===== src/design/ttip_pkg.sv =====
// ttip_pkg: types, character codes and the digit decoder shared by the
// text-to-integer parser modules. No dependencies.
`default_nettype none

package ttip_pkg;

  localparam int unsigned VALUE_W  = 64;
  localparam int unsigned OFFSET_W = 16;
  localparam int unsigned RADIX_W  = 6;
  localparam int unsigned DIGIT_W  = 7;

  localparam logic [7:0] CH_SPACE   = 8'h20;
  localparam logic [7:0] CH_TAB     = 8'h09;
  localparam logic [7:0] CH_CR      = 8'h0d;
  localparam logic [7:0] CH_MINUS   = 8'h2d;
  localparam logic [7:0] CH_ZERO    = 8'h30;
  localparam logic [7:0] CH_NINE    = 8'h39;
  localparam logic [7:0] CH_UPPER_A = 8'h41;
  localparam logic [7:0] CH_UPPER_Z = 8'h5a;
  localparam logic [7:0] CH_LOWER_A = 8'h61;
  localparam logic [7:0] CH_LOWER_Z = 8'h7a;
  localparam logic [7:0] CH_LOWER_X = 8'h78;
  localparam logic [7:0] CH_UPPER_X = 8'h58;

  localparam logic [RADIX_W-1:0] RADIX_AUTO = 6'd0;
  localparam logic [RADIX_W-1:0] RADIX_ONE  = 6'd1;
  localparam logic [RADIX_W-1:0] RADIX_MAX  = 6'd36;
  localparam logic [RADIX_W-1:0] RADIX_OCT  = 6'd8;
  localparam logic [RADIX_W-1:0] RADIX_DEC  = 6'd10;
  localparam logic [RADIX_W-1:0] RADIX_HEX  = 6'd16;

  localparam logic [DIGIT_W-1:0] DIGIT_NONE = 7'd99;

  // Register indexes (paddr[2])
  localparam logic REG_RADIX  = 1'b0;
  localparam logic REG_SIGNED = 1'b1;

  typedef enum logic [5:0] {
    PH_DONE   = 6'b000001,
    PH_WS1    = 6'b000010,
    PH_WS2    = 6'b000100,
    PH_PREFIX = 6'b001000,
    PH_AFTER0 = 6'b010000,
    PH_DIGITS = 6'b100000
  } phase_t;

  typedef struct packed {
    logic [RADIX_W-1:0] radix;
    logic               signed_mode;
  } cfg_t;

  typedef struct packed {
    phase_t              phase;
    logic                negative;
    logic [VALUE_W-1:0]  acc;
    logic [RADIX_W-1:0]  base;
  } state_t;

  typedef struct packed {
    logic [VALUE_W-1:0]  value;
    logic [OFFSET_W-1:0] end_offset;
    logic                end_valid;
  } result_t;

  function automatic logic is_space(input logic [7:0] c);
    return (c == CH_SPACE) || ((c >= CH_TAB) && (c <= CH_CR));
  endfunction

  // Value of a digit or letter, DIGIT_NONE for anything else
  function automatic logic [DIGIT_W-1:0] digit_of(input logic [7:0] c);
    logic [7:0] d;
    d = 8'(DIGIT_NONE);
    if ((c >= CH_ZERO) && (c <= CH_NINE)) begin
      d = c - CH_ZERO;
    end else if ((c >= CH_LOWER_A) && (c <= CH_LOWER_Z)) begin
      d = c - CH_LOWER_A + 8'd10;
    end else if ((c >= CH_UPPER_A) && (c <= CH_UPPER_Z)) begin
      d = c - CH_UPPER_A + 8'd10;
    end
    return d[DIGIT_W-1:0];
  endfunction

endpackage

`default_nettype wire


===== src/design/ttip_if.sv =====
// ttip_if: valid/ready stream interfaces for the character beats going in
// and the parsed-number beats coming out. No dependencies.
`default_nettype none

interface ttip_in_if ();
  logic       valid;
  logic       ready;
  logic [7:0] ch;
  logic       start_req;

  modport source (output valid, output ch, output start_req, input ready);
  modport sink   (input valid, input ch, input start_req, output ready);
endinterface

interface ttip_out_if ();
  logic        valid;
  logic        ready;
  logic [63:0] value;
  logic [15:0] end_offset;
  logic        end_valid;

  modport source (output valid, output value, output end_offset, output end_valid,
                  input ready);
  modport sink   (input valid, input value, input end_offset, input end_valid,
                  output ready);
endinterface

`default_nettype wire


===== src/design/ttip_cfg_regs.sv =====
// ttip_cfg_regs: APB-style register file holding radix and signed_mode.
// Depends on ttip_pkg.
`default_nettype none

module ttip_cfg_regs import ttip_pkg::*; (
  input  wire logic        clk,
  input  wire logic        rst_n,
  input  wire logic        psel,
  input  wire logic        penable,
  input  wire logic        pwrite,
  input  wire logic [2:0]  paddr,
  input  wire logic [31:0] pwdata,
  output logic      [31:0] prdata,
  output logic             pready,
  output cfg_t             cfg
);

  logic [RADIX_W-1:0] radix_r;
  logic               signed_r;
  logic               wr_en;

  assign pready = 1'b1;
  assign wr_en  = psel & penable & pwrite & pready;

  always_ff @(posedge clk) begin
    if (!rst_n) begin
      radix_r  <= RADIX_DEC;
      signed_r <= 1'b1;
    end else if (wr_en) begin
      unique case (paddr[2])
        REG_RADIX:  radix_r  <= pwdata[RADIX_W-1:0];
        REG_SIGNED: signed_r <= pwdata[0];
        default: ;
      endcase
    end
  end

  always_comb begin
    unique case (paddr[2])
      REG_RADIX:  prdata = {{(32-RADIX_W){1'b0}}, radix_r};
      REG_SIGNED: prdata = {31'd0, signed_r};
      default:    prdata = 32'd0;
    endcase
  end

  assign cfg.radix       = radix_r;
  assign cfg.signed_mode = signed_r;

endmodule

`default_nettype wire


===== src/design/ttip_step.sv =====
// ttip_step: next-state and result logic for one character of the string.
// Depends on ttip_pkg.
`default_nettype none

module ttip_step import ttip_pkg::*; #(
  parameter int unsigned MAX_OFFSET = 32'd65535
) (
  input  wire logic [7:0]  ch,
  input  wire logic        start_req,
  input  wire cfg_t        cfg,
  input  wire state_t      cur,
  input  wire logic [$clog2(64'(MAX_OFFSET) + 64'd1)-1:0] cur_pos,
  output state_t           nxt,
  output logic [$clog2(64'(MAX_OFFSET) + 64'd1)-1:0] nxt_pos,
  output logic             emit,
  output result_t          res
);

  localparam int unsigned POS_W = $clog2(64'(MAX_OFFSET) + 64'd1);

  logic               go;
  logic [DIGIT_W-1:0] d;
  logic [31:0]        pos_wide;

  assign d = digit_of(ch);

  always_comb begin
    nxt      = cur;
    nxt_pos  = cur_pos;
    emit     = 1'b0;
    res      = '0;
    go       = 1'b1;
    pos_wide = 32'd0;

    if (start_req) begin
      nxt.acc      = '0;
      nxt.negative = 1'b0;
      nxt_pos      = '0;
      nxt.base     = cfg.radix;
      if ((cfg.radix == RADIX_ONE) || (cfg.radix > RADIX_MAX)) begin
        // bad base: empty result straight away
        emit      = 1'b1;
        nxt.phase = PH_DONE;
        go        = 1'b0;
      end else begin
        nxt.phase = cfg.signed_mode ? PH_WS1 : PH_WS2;
      end
    end

    if (go && (nxt.phase == PH_DONE)) begin
      go = 1'b0;
    end

    if (go && (nxt.phase == PH_WS1)) begin
      if (is_space(ch)) begin
        go = 1'b0;
      end else if (ch == CH_MINUS) begin
        nxt.negative = 1'b1;
        nxt.phase    = PH_WS2;
        go           = 1'b0;
      end else begin
        nxt.phase = PH_WS2;
      end
      if (!go && (nxt_pos < POS_W'(MAX_OFFSET))) nxt_pos = nxt_pos + 1'b1;
    end

    if (go && (nxt.phase == PH_WS2)) begin
      if (is_space(ch)) begin
        go = 1'b0;
        if (nxt_pos < POS_W'(MAX_OFFSET)) nxt_pos = nxt_pos + 1'b1;
      end else begin
        nxt.phase = (nxt.base == RADIX_AUTO) ? PH_PREFIX : PH_DIGITS;
      end
    end

    if (go && (nxt.phase == PH_PREFIX)) begin
      if (ch == CH_ZERO) begin
        nxt.phase = PH_AFTER0;
        go        = 1'b0;
        if (nxt_pos < POS_W'(MAX_OFFSET)) nxt_pos = nxt_pos + 1'b1;
      end else begin
        nxt.base  = RADIX_DEC;
        nxt.phase = PH_DIGITS;
      end
    end

    if (go && (nxt.phase == PH_AFTER0)) begin
      nxt.phase = PH_DIGITS;
      if ((ch == CH_LOWER_X) || (ch == CH_UPPER_X)) begin
        nxt.base = RADIX_HEX;
        go       = 1'b0;
        if (nxt_pos < POS_W'(MAX_OFFSET)) nxt_pos = nxt_pos + 1'b1;
      end else begin
        nxt.base = RADIX_OCT;
      end
    end

    // only the digits phase can still be pending here
    if (go) begin
      if (d < DIGIT_W'(nxt.base)) begin
        nxt.acc = nxt.acc * VALUE_W'(nxt.base) + VALUE_W'(d);
        if (nxt_pos < POS_W'(MAX_OFFSET)) nxt_pos = nxt_pos + 1'b1;
      end else begin
        emit          = 1'b1;
        nxt.phase     = PH_DONE;
        pos_wide      = 32'(nxt_pos);
        res.value     = nxt.negative ? (VALUE_W'(0) - nxt.acc) : nxt.acc;
        res.end_offset = (pos_wide > 32'd65535) ? 16'hffff : pos_wide[OFFSET_W-1:0];
        res.end_valid = 1'b1;
      end
    end
  end

endmodule

`default_nettype wire


===== src/design/text_to_integer_parser.sv =====
// text_to_integer_parser: top level. Input beat register, per-character
// step logic and a result register. Depends on ttip_pkg, ttip_if,
// ttip_cfg_regs and ttip_step.
//
// Usage: characters stream in on in_bus, one beat each (ch, start_req);
// start_req marks the first character of a string and abandons any string
// in progress. Radix and signed_mode, written over the cfg_ APB port, are
// sampled on the start character. One beat comes out on out_bus for each
// string that is not abandoned, when its terminating character is processed
// (or on the start character for a bad base, with end_valid low).
// Throughput: one character per cycle unless a held result blocks it;
// the multiply-add of the accumulator by the base lies between the input
// register and the state. Result path: the terminating character is held in
// the input beat register, then the step logic loads the result register.
// Reset: parser returns to waiting for a start character, both channels
// empty, radix 10, signed mode on.
// Stall: a held result blocks only a character that would make the next
// result; until then in_bus keeps taking a beat per cycle.
`default_nettype none

module text_to_integer_parser import ttip_pkg::*; #(
  parameter int unsigned MAX_OFFSET = 32'd65535
) (
  input  wire logic        clk,
  input  wire logic        rst_n,
  ttip_in_if.sink          in_bus,
  ttip_out_if.source       out_bus,
  input  wire logic        cfg_psel,
  input  wire logic        cfg_penable,
  input  wire logic        cfg_pwrite,
  input  wire logic [2:0]  cfg_paddr,
  input  wire logic [31:0] cfg_pwdata,
  output logic      [31:0] cfg_prdata,
  output logic             cfg_pready
);

  localparam int unsigned POS_W = $clog2(64'(MAX_OFFSET) + 64'd1);

  cfg_t             cfg;
  state_t           state_r, state_nxt;
  logic [POS_W-1:0] pos_r, pos_nxt;
  logic             in_valid_r;
  logic [7:0]       ch_r;
  logic             start_r;
  logic             out_valid_r, out_valid_nxt;
  result_t          res_r, res_nxt;
  logic             emit;
  logic             fire;
  logic             can_step;

  ttip_cfg_regs u_cfg (
    .clk     (clk),
    .rst_n   (rst_n),
    .psel    (cfg_psel),
    .penable (cfg_penable),
    .pwrite  (cfg_pwrite),
    .paddr   (cfg_paddr),
    .pwdata  (cfg_pwdata),
    .prdata  (cfg_prdata),
    .pready  (cfg_pready),
    .cfg     (cfg)
  );

  ttip_step #(.MAX_OFFSET(MAX_OFFSET)) u_step (
    .ch        (ch_r),
    .start_req (start_r),
    .cfg       (cfg),
    .cur       (state_r),
    .cur_pos   (pos_r),
    .nxt       (state_nxt),
    .nxt_pos   (pos_nxt),
    .emit      (emit),
    .res       (res_nxt)
  );

  // a character that makes a result waits for the result slot to free
  assign can_step     = !emit || !out_valid_r || out_bus.ready;
  assign fire         = in_valid_r && can_step;
  assign in_bus.ready = !in_valid_r || can_step;

  always_comb begin
    out_valid_nxt = out_valid_r;
    if (out_valid_r && out_bus.ready) out_valid_nxt = 1'b0;
    if (fire && emit)                 out_valid_nxt = 1'b1;
  end

  always_ff @(posedge clk) begin
    if (!rst_n) begin
      in_valid_r    <= 1'b0;
      out_valid_r   <= 1'b0;
      state_r.phase <= PH_DONE;
      state_r.negative <= 1'b0;
      state_r.acc   <= '0;
      state_r.base  <= '0;
      pos_r         <= '0;
    end else begin
      out_valid_r <= out_valid_nxt;
      if (in_bus.valid && in_bus.ready) begin
        in_valid_r <= 1'b1;
      end else if (fire) begin
        in_valid_r <= 1'b0;
      end
      if (fire) begin
        state_r <= state_nxt;
        pos_r   <= pos_nxt;
      end
    end
  end

  always_ff @(posedge clk) begin
    if (in_bus.valid && in_bus.ready) begin
      ch_r    <= in_bus.ch;
      start_r <= in_bus.start_req;
    end
    if (fire && emit) res_r <= res_nxt;
  end

  assign out_bus.valid      = out_valid_r;
  assign out_bus.value      = res_r.value;
  assign out_bus.end_offset = res_r.end_offset;
  assign out_bus.end_valid  = res_r.end_valid;

endmodule

`default_nettype wire


===== src/flat_wrapper.sv =====
// flat-port wrapper written by rule: the top's interface ports become plain ports
module text_to_integer_parser_flat import ttip_pkg::*;
#(
  parameter int unsigned MAX_OFFSET = 32'd65535
)
  (clk, rst_n, cfg_psel, cfg_penable, cfg_pwrite, cfg_paddr, cfg_pwdata, cfg_prdata, cfg_pready, in_bus_valid, in_bus_ch, in_bus_start_req, in_bus_ready, out_bus_valid, out_bus_value, out_bus_end_offset, out_bus_end_valid, out_bus_ready);
  ttip_in_if in_bus_i ();
  ttip_out_if out_bus_i ();
  input  wire logic clk;
  input  wire logic rst_n;
  input  wire logic cfg_psel;
  input  wire logic cfg_penable;
  input  wire logic cfg_pwrite;
  input  wire logic [2:0] cfg_paddr;
  input  wire logic [31:0] cfg_pwdata;
  output logic      [31:0] cfg_prdata;
  output logic cfg_pready;
  input wire logic [$bits(in_bus_i.valid)-1:0] in_bus_valid;
  input wire logic [$bits(in_bus_i.ch)-1:0] in_bus_ch;
  input wire logic [$bits(in_bus_i.start_req)-1:0] in_bus_start_req;
  output wire logic [$bits(in_bus_i.ready)-1:0] in_bus_ready;
  output wire logic [$bits(out_bus_i.valid)-1:0] out_bus_valid;
  output wire logic [$bits(out_bus_i.value)-1:0] out_bus_value;
  output wire logic [$bits(out_bus_i.end_offset)-1:0] out_bus_end_offset;
  output wire logic [$bits(out_bus_i.end_valid)-1:0] out_bus_end_valid;
  input wire logic [$bits(out_bus_i.ready)-1:0] out_bus_ready;
  assign in_bus_i.valid = in_bus_valid;
  assign in_bus_i.ch = in_bus_ch;
  assign in_bus_i.start_req = in_bus_start_req;
  assign in_bus_ready = in_bus_i.ready;
  assign out_bus_valid = out_bus_i.valid;
  assign out_bus_value = out_bus_i.value;
  assign out_bus_end_offset = out_bus_i.end_offset;
  assign out_bus_end_valid = out_bus_i.end_valid;
  assign out_bus_i.ready = out_bus_ready;
  text_to_integer_parser #(.MAX_OFFSET(MAX_OFFSET)) u_core (.clk(clk), .rst_n(rst_n), .in_bus(in_bus_i), .out_bus(out_bus_i), .cfg_psel(cfg_psel), .cfg_penable(cfg_penable), .cfg_pwrite(cfg_pwrite), .cfg_paddr(cfg_paddr), .cfg_pwdata(cfg_pwdata), .cfg_prdata(cfg_prdata), .cfg_pready(cfg_pready));
endmodule

===== config.mk =====
export PLATFORM = sky130hd
export DESIGN_NAME = text_to_integer_parser_flat
export DESIGN_NICKNAME = d
export VERILOG_FILES = /design/src/design/ttip_pkg.sv /design/src/design/ttip_if.sv /design/src/design/ttip_cfg_regs.sv /design/src/design/ttip_step.sv /design/src/design/text_to_integer_parser.sv /design/src/flat_wrapper.sv
export SDC_FILE = /design/constraint.sdc
export NUM_CORES = 2
export LEC_CHECK = 0
export ABC_AREA = 1
export CAP_MARGIN = 15
export CORE_UTILIZATION = 65
export CTS_BUF_LIST = sky130_fd_sc_hd__clkbuf_4 sky130_fd_sc_hd__clkbuf_8
export DETAILED_ROUTE_END_ITERATION = 10
export DONT_BUFFER_PORTS = 1
export PLACE_DENSITY = 0.81
export SETUP_SLACK_MARGIN = 0.05
export SLEW_MARGIN = 10
export SYNTH_ARGS = -nofsm -noshare
export SYNTH_HDL_FRONTEND = slang
export SYNTH_HIERARCHICAL = 1
export SYNTH_SLANG_ARGS = --single-unit

===== constraint.sdc =====
create_clock -name clk -period 17.2 [get_ports clk]
set_clock_uncertainty 0.15 [all_clocks]
set_input_delay 0.86 -clock clk [delete_from_list [all_inputs] [get_ports clk]]
set_output_delay 0.86 -clock clk [all_outputs]
set_load 0.1 [all_outputs]

==> summary.md <==
| Metric | Value |
|---|---|
| DRT antenna net count | 0 |
| Maxcap violations | 0 |
| Most Frequent Cell on Critical Path | nand2_1 |
| Internal | 0.000796 W |
| Critical Path AT | 13.90 ns |
| Buf+Inv Stages, Crit Path | 9 |
| Drt pass-1 iters | 8 |
| Total wire length | 68,400 um |
| Final HPWL DP | 51,100 um |
| CP Data Required Time | 17.47 ns |
| NetSw | 0.000629 W |
| Num CTS Buffers | 17 |
| Worst setup path startpoint | u_core/start_r$_DFFE_PP_ |
| Worst min-delay path class | in2reg |
| Worst VDD drop | 0.0000523 V |
| Status | complete, no violations |
| Type of the worst setup path | reg2reg |
| Max H-tree Level | 4 |
| Hold Slack | 0.275 ns |
| Clock sink total | 192 |
| Post-synth top flop | dfxtp_1 |
| Largest net degree at the start of global routing | 114 |
| Area contributors post-synth | fa_1 19%, edfxtp_1 11%, nor2_1 11% |
| First-pass GRT wire length | 113,000 um |
| Asr flop ratio synth | 0 |
| Layout Area Growth over Synthesis | 1.75% |
| DP Worst Slack | 3.84 ns |
| Critical register-to-register path startpoint | u_core/start_r$_DFFE_PP_ |
| Skew-Pair Late Insertion Delay | 0.53 ns |
| Reg power frac | 0.424 |
| Synthesis Warnings | 6 |
| Cells after Synth | 3,593 |
| ANT cells | 0 |
| Max incr delay on CP | 0.63 ns |
| P_leak | 13.1 nW |
| Worst slew margin | 0.238 |
| Mapped cell area | 0.0254 mm^2 |
| FP Rows | 72 |
| Routed vias/inst | 5.85 |
| Setup violators final | 0 |
| Net Sw Frac | 0.442 |
| Most frequent cell after synthesis | nor2_1 |
| Layout cells sized above 1 | 0.0538 |
| WHS Path Cells | 1 |
| Die width | 200 um |
| Wire per inst | 17.0 um |
| Worst Hold Path EP | u_core/u_cfg/signed_r$_SDFFE_PN1P_ |
| Layout Nets | 3,920 |
| DRC viols | 0 |
| Highest clock rate | 0.0734 GHz |
| Post-synth EDFFs | 90 |
| Reg clk slew, reported paths | 0.10 ns |
| DR iter-0 viols | 1,783 |
| Chip Height | 200 um |
| Crit path max-delay family | compound AO/OA/AOI/OAI gates |
| Critical path launch point type | register |
| RePlAce Congestion | 0.908 |
| GRT Overall Usage | 0.356 |
| Final Max Tran Viols | 0 |
| Final min period | 13.63 ns |
| Yosys top cell area share | 0.190 |
| Total negative slack | 0 ns |
| Most instantiated cells after synthesis | 720 x nor2_1, 649 x nand2_1, 465 x inv_1 |
| Cts repair resizes | 0 |
| Slowest CP cell | nor2_1 |
| P per Cell Area | 55.2 mW/mm^2 |
| Final core utilization | 0.670 |
| Register bit total from synthesis | 192 |
| Clock root buffer | clkbuf_8 |
| Clk network pwr share | 0.227 |
| Die area | 0.0398 mm^2 |
| CORE AREA | 0.0386 mm^2 |
| Longest Clk Path Bufs | 2 |
| Worst-margin pin slew | 1.14 ns |
| Reg2Reg Setup Slack | 3.57 ns |
| Antenna violations before repair | 0 |
| Synth cell types | 55 |
| Vias | 23,492 |
| Final hold viol count | 0 |
| Synth area leader | fa_1 |
| Post-synthesis sequential area ratio | 0.187 |
| Clock tree from TritonCTS | built |
| Grt ovf | 0 |
| PortBufs | 0 |
| Vias in the first global route | 23,056 |
| Hold_buf cts | 0 |
| Ports | 167 |
| Final period util | 0.792 |
| Crit Path Max Fanout | 61 |
| Reg-to-Reg End | u_core/state_r[69]$_SDFFE_PN0P_ |
| Setup WS post-layout | 3.57 ns |
| Worst setup EP type | register |
| Postcts setup bufs | 0 |
| Final Instance Area | 0.0258 mm^2 |
| Combinational Power Share | 0.349 |
| Cell Area, Placed | 0.0254 mm^2 |
| Worst reg2reg path depth | 57 |
| Syn_area_per_cell | 7.06 um^2 |
| RSZ-0062 raised after global routing | false |
| Hold path startpoint | rst_n |
| Initial Util | 0.658 |
-- worst max path at each step --
stage                                                  to  depth (start not counted)
final                     u_core/state_r[69]$_SDFFE_PN0P_                         57
after global routing      u_core/state_r[69]$_SDFFE_PN0P_                         57
after CTS                 u_core/state_r[69]$_SDFFE_PN0P_                         57
after detailed placement  u_core/state_r[69]$_SDFFE_PN0P_                         57
after global placement    u_core/state_r[69]$_SDFFE_PN0P_                         57
after floorplan           u_core/state_r[69]$_SDFFE_PN0P_                         59
-- per-layer routing --
metal,track usage,share of wire
met5,0,0
met4,0.175,0.044
met3,0.0555,0.076
met2,0.599,0.48
met1,0.444,0.40
-- sequential cells by signal, indices dropped and copies added (netlist names) --
| register | flops |
|---|---|
| u_core/in_valid_r | 1 |
| u_core/start_r | 1 |
| u_core/u_cfg/signed_r | 1 |
| u_core/ch_r | 8 |
| u_core/state_r | 77 |
| u_core/out_bus.valid | 1 |
| u_core/out_bus.value | 64 |
| u_core/u_cfg/radix_r | 6 |
| u_core/out_bus.end_offset | 16 |
| u_core/out_bus.end_valid | 1 |
| u_core/pos_r | 16 |
-- area by class of cell --
cell class	count	area, um^2
fillers	3440	12700
flip-flops and latches	192	4750
clock buffers	19	249
multi-input cells	2750	18000
repair buffers	20	170
well taps	518	648
clock inverters	13	163
inverters	501	1880
-- placed cells by master, fill, tap and decap left out, types with 9 or more instances in the layout --
cell,n
nand2_1,647
edfxtp_1,90
a21oi_1,201
dfxtp_1,101
inv_2,29
nand3_1,228
fa_1,241
nor3_1,19
clkinv_1,9
xnor2_1,35
inv_1,461
conb_1,27
nand3b_1,11
clkbuf_8,17
o21ai_0,114
nor2_4,16
buf_4,19
a31oi_1,18
ha_1,146
nor2_1,715
o21ai_1,17
nand3_2,18
nand4_1,69
nor2_2,25
nand2_2,25
xor2_1,102
-- cell families (layout without fill, tap and decap cells) --
logic type                 count (synthesis)  in the layout  share of synthesized area
AOI/OAI and AO/OA                        401            401                     0.0855
xor gates and xnor gates                 138            138                     0.0479
adders and majority gates                387            387                      0.262
buffers and inverters                    676            553                      0.111
DFF                                      192            192                      0.187
muxes                                      1              1                   0.000394
other                                      2             27                   0.000296
and+or+nand+nor                         1796           1796                      0.306
-- stage by stage --
step                      cells  total power, W
final                      4013         0.00143
after global routing       4013         0.00151
after CTS                  4013         0.00142
after detailed placement   3981         0.00110
after global placement     3981         0.00109
after floorplan            3618        0.000998
-- power by group through the flow --
stage | Sequential [W] | Clock, W | Combinational (W)
2_1_floorplan | 0.000607 | 0 | 0.000392
3_3_place_gp | 0.000614 | 0 | 0.000473
3_5_place_dp | 0.000614 | 0 | 0.000487
4_1_cts | 0.000604 | 0.000329 | 0.000491
5_1_grt | 0.000608 | 0.000345 | 0.000554
6_report | 0.000604 | 0.000323 | 0.000498
Note: power is estimated with default switching activity, not from simulation.
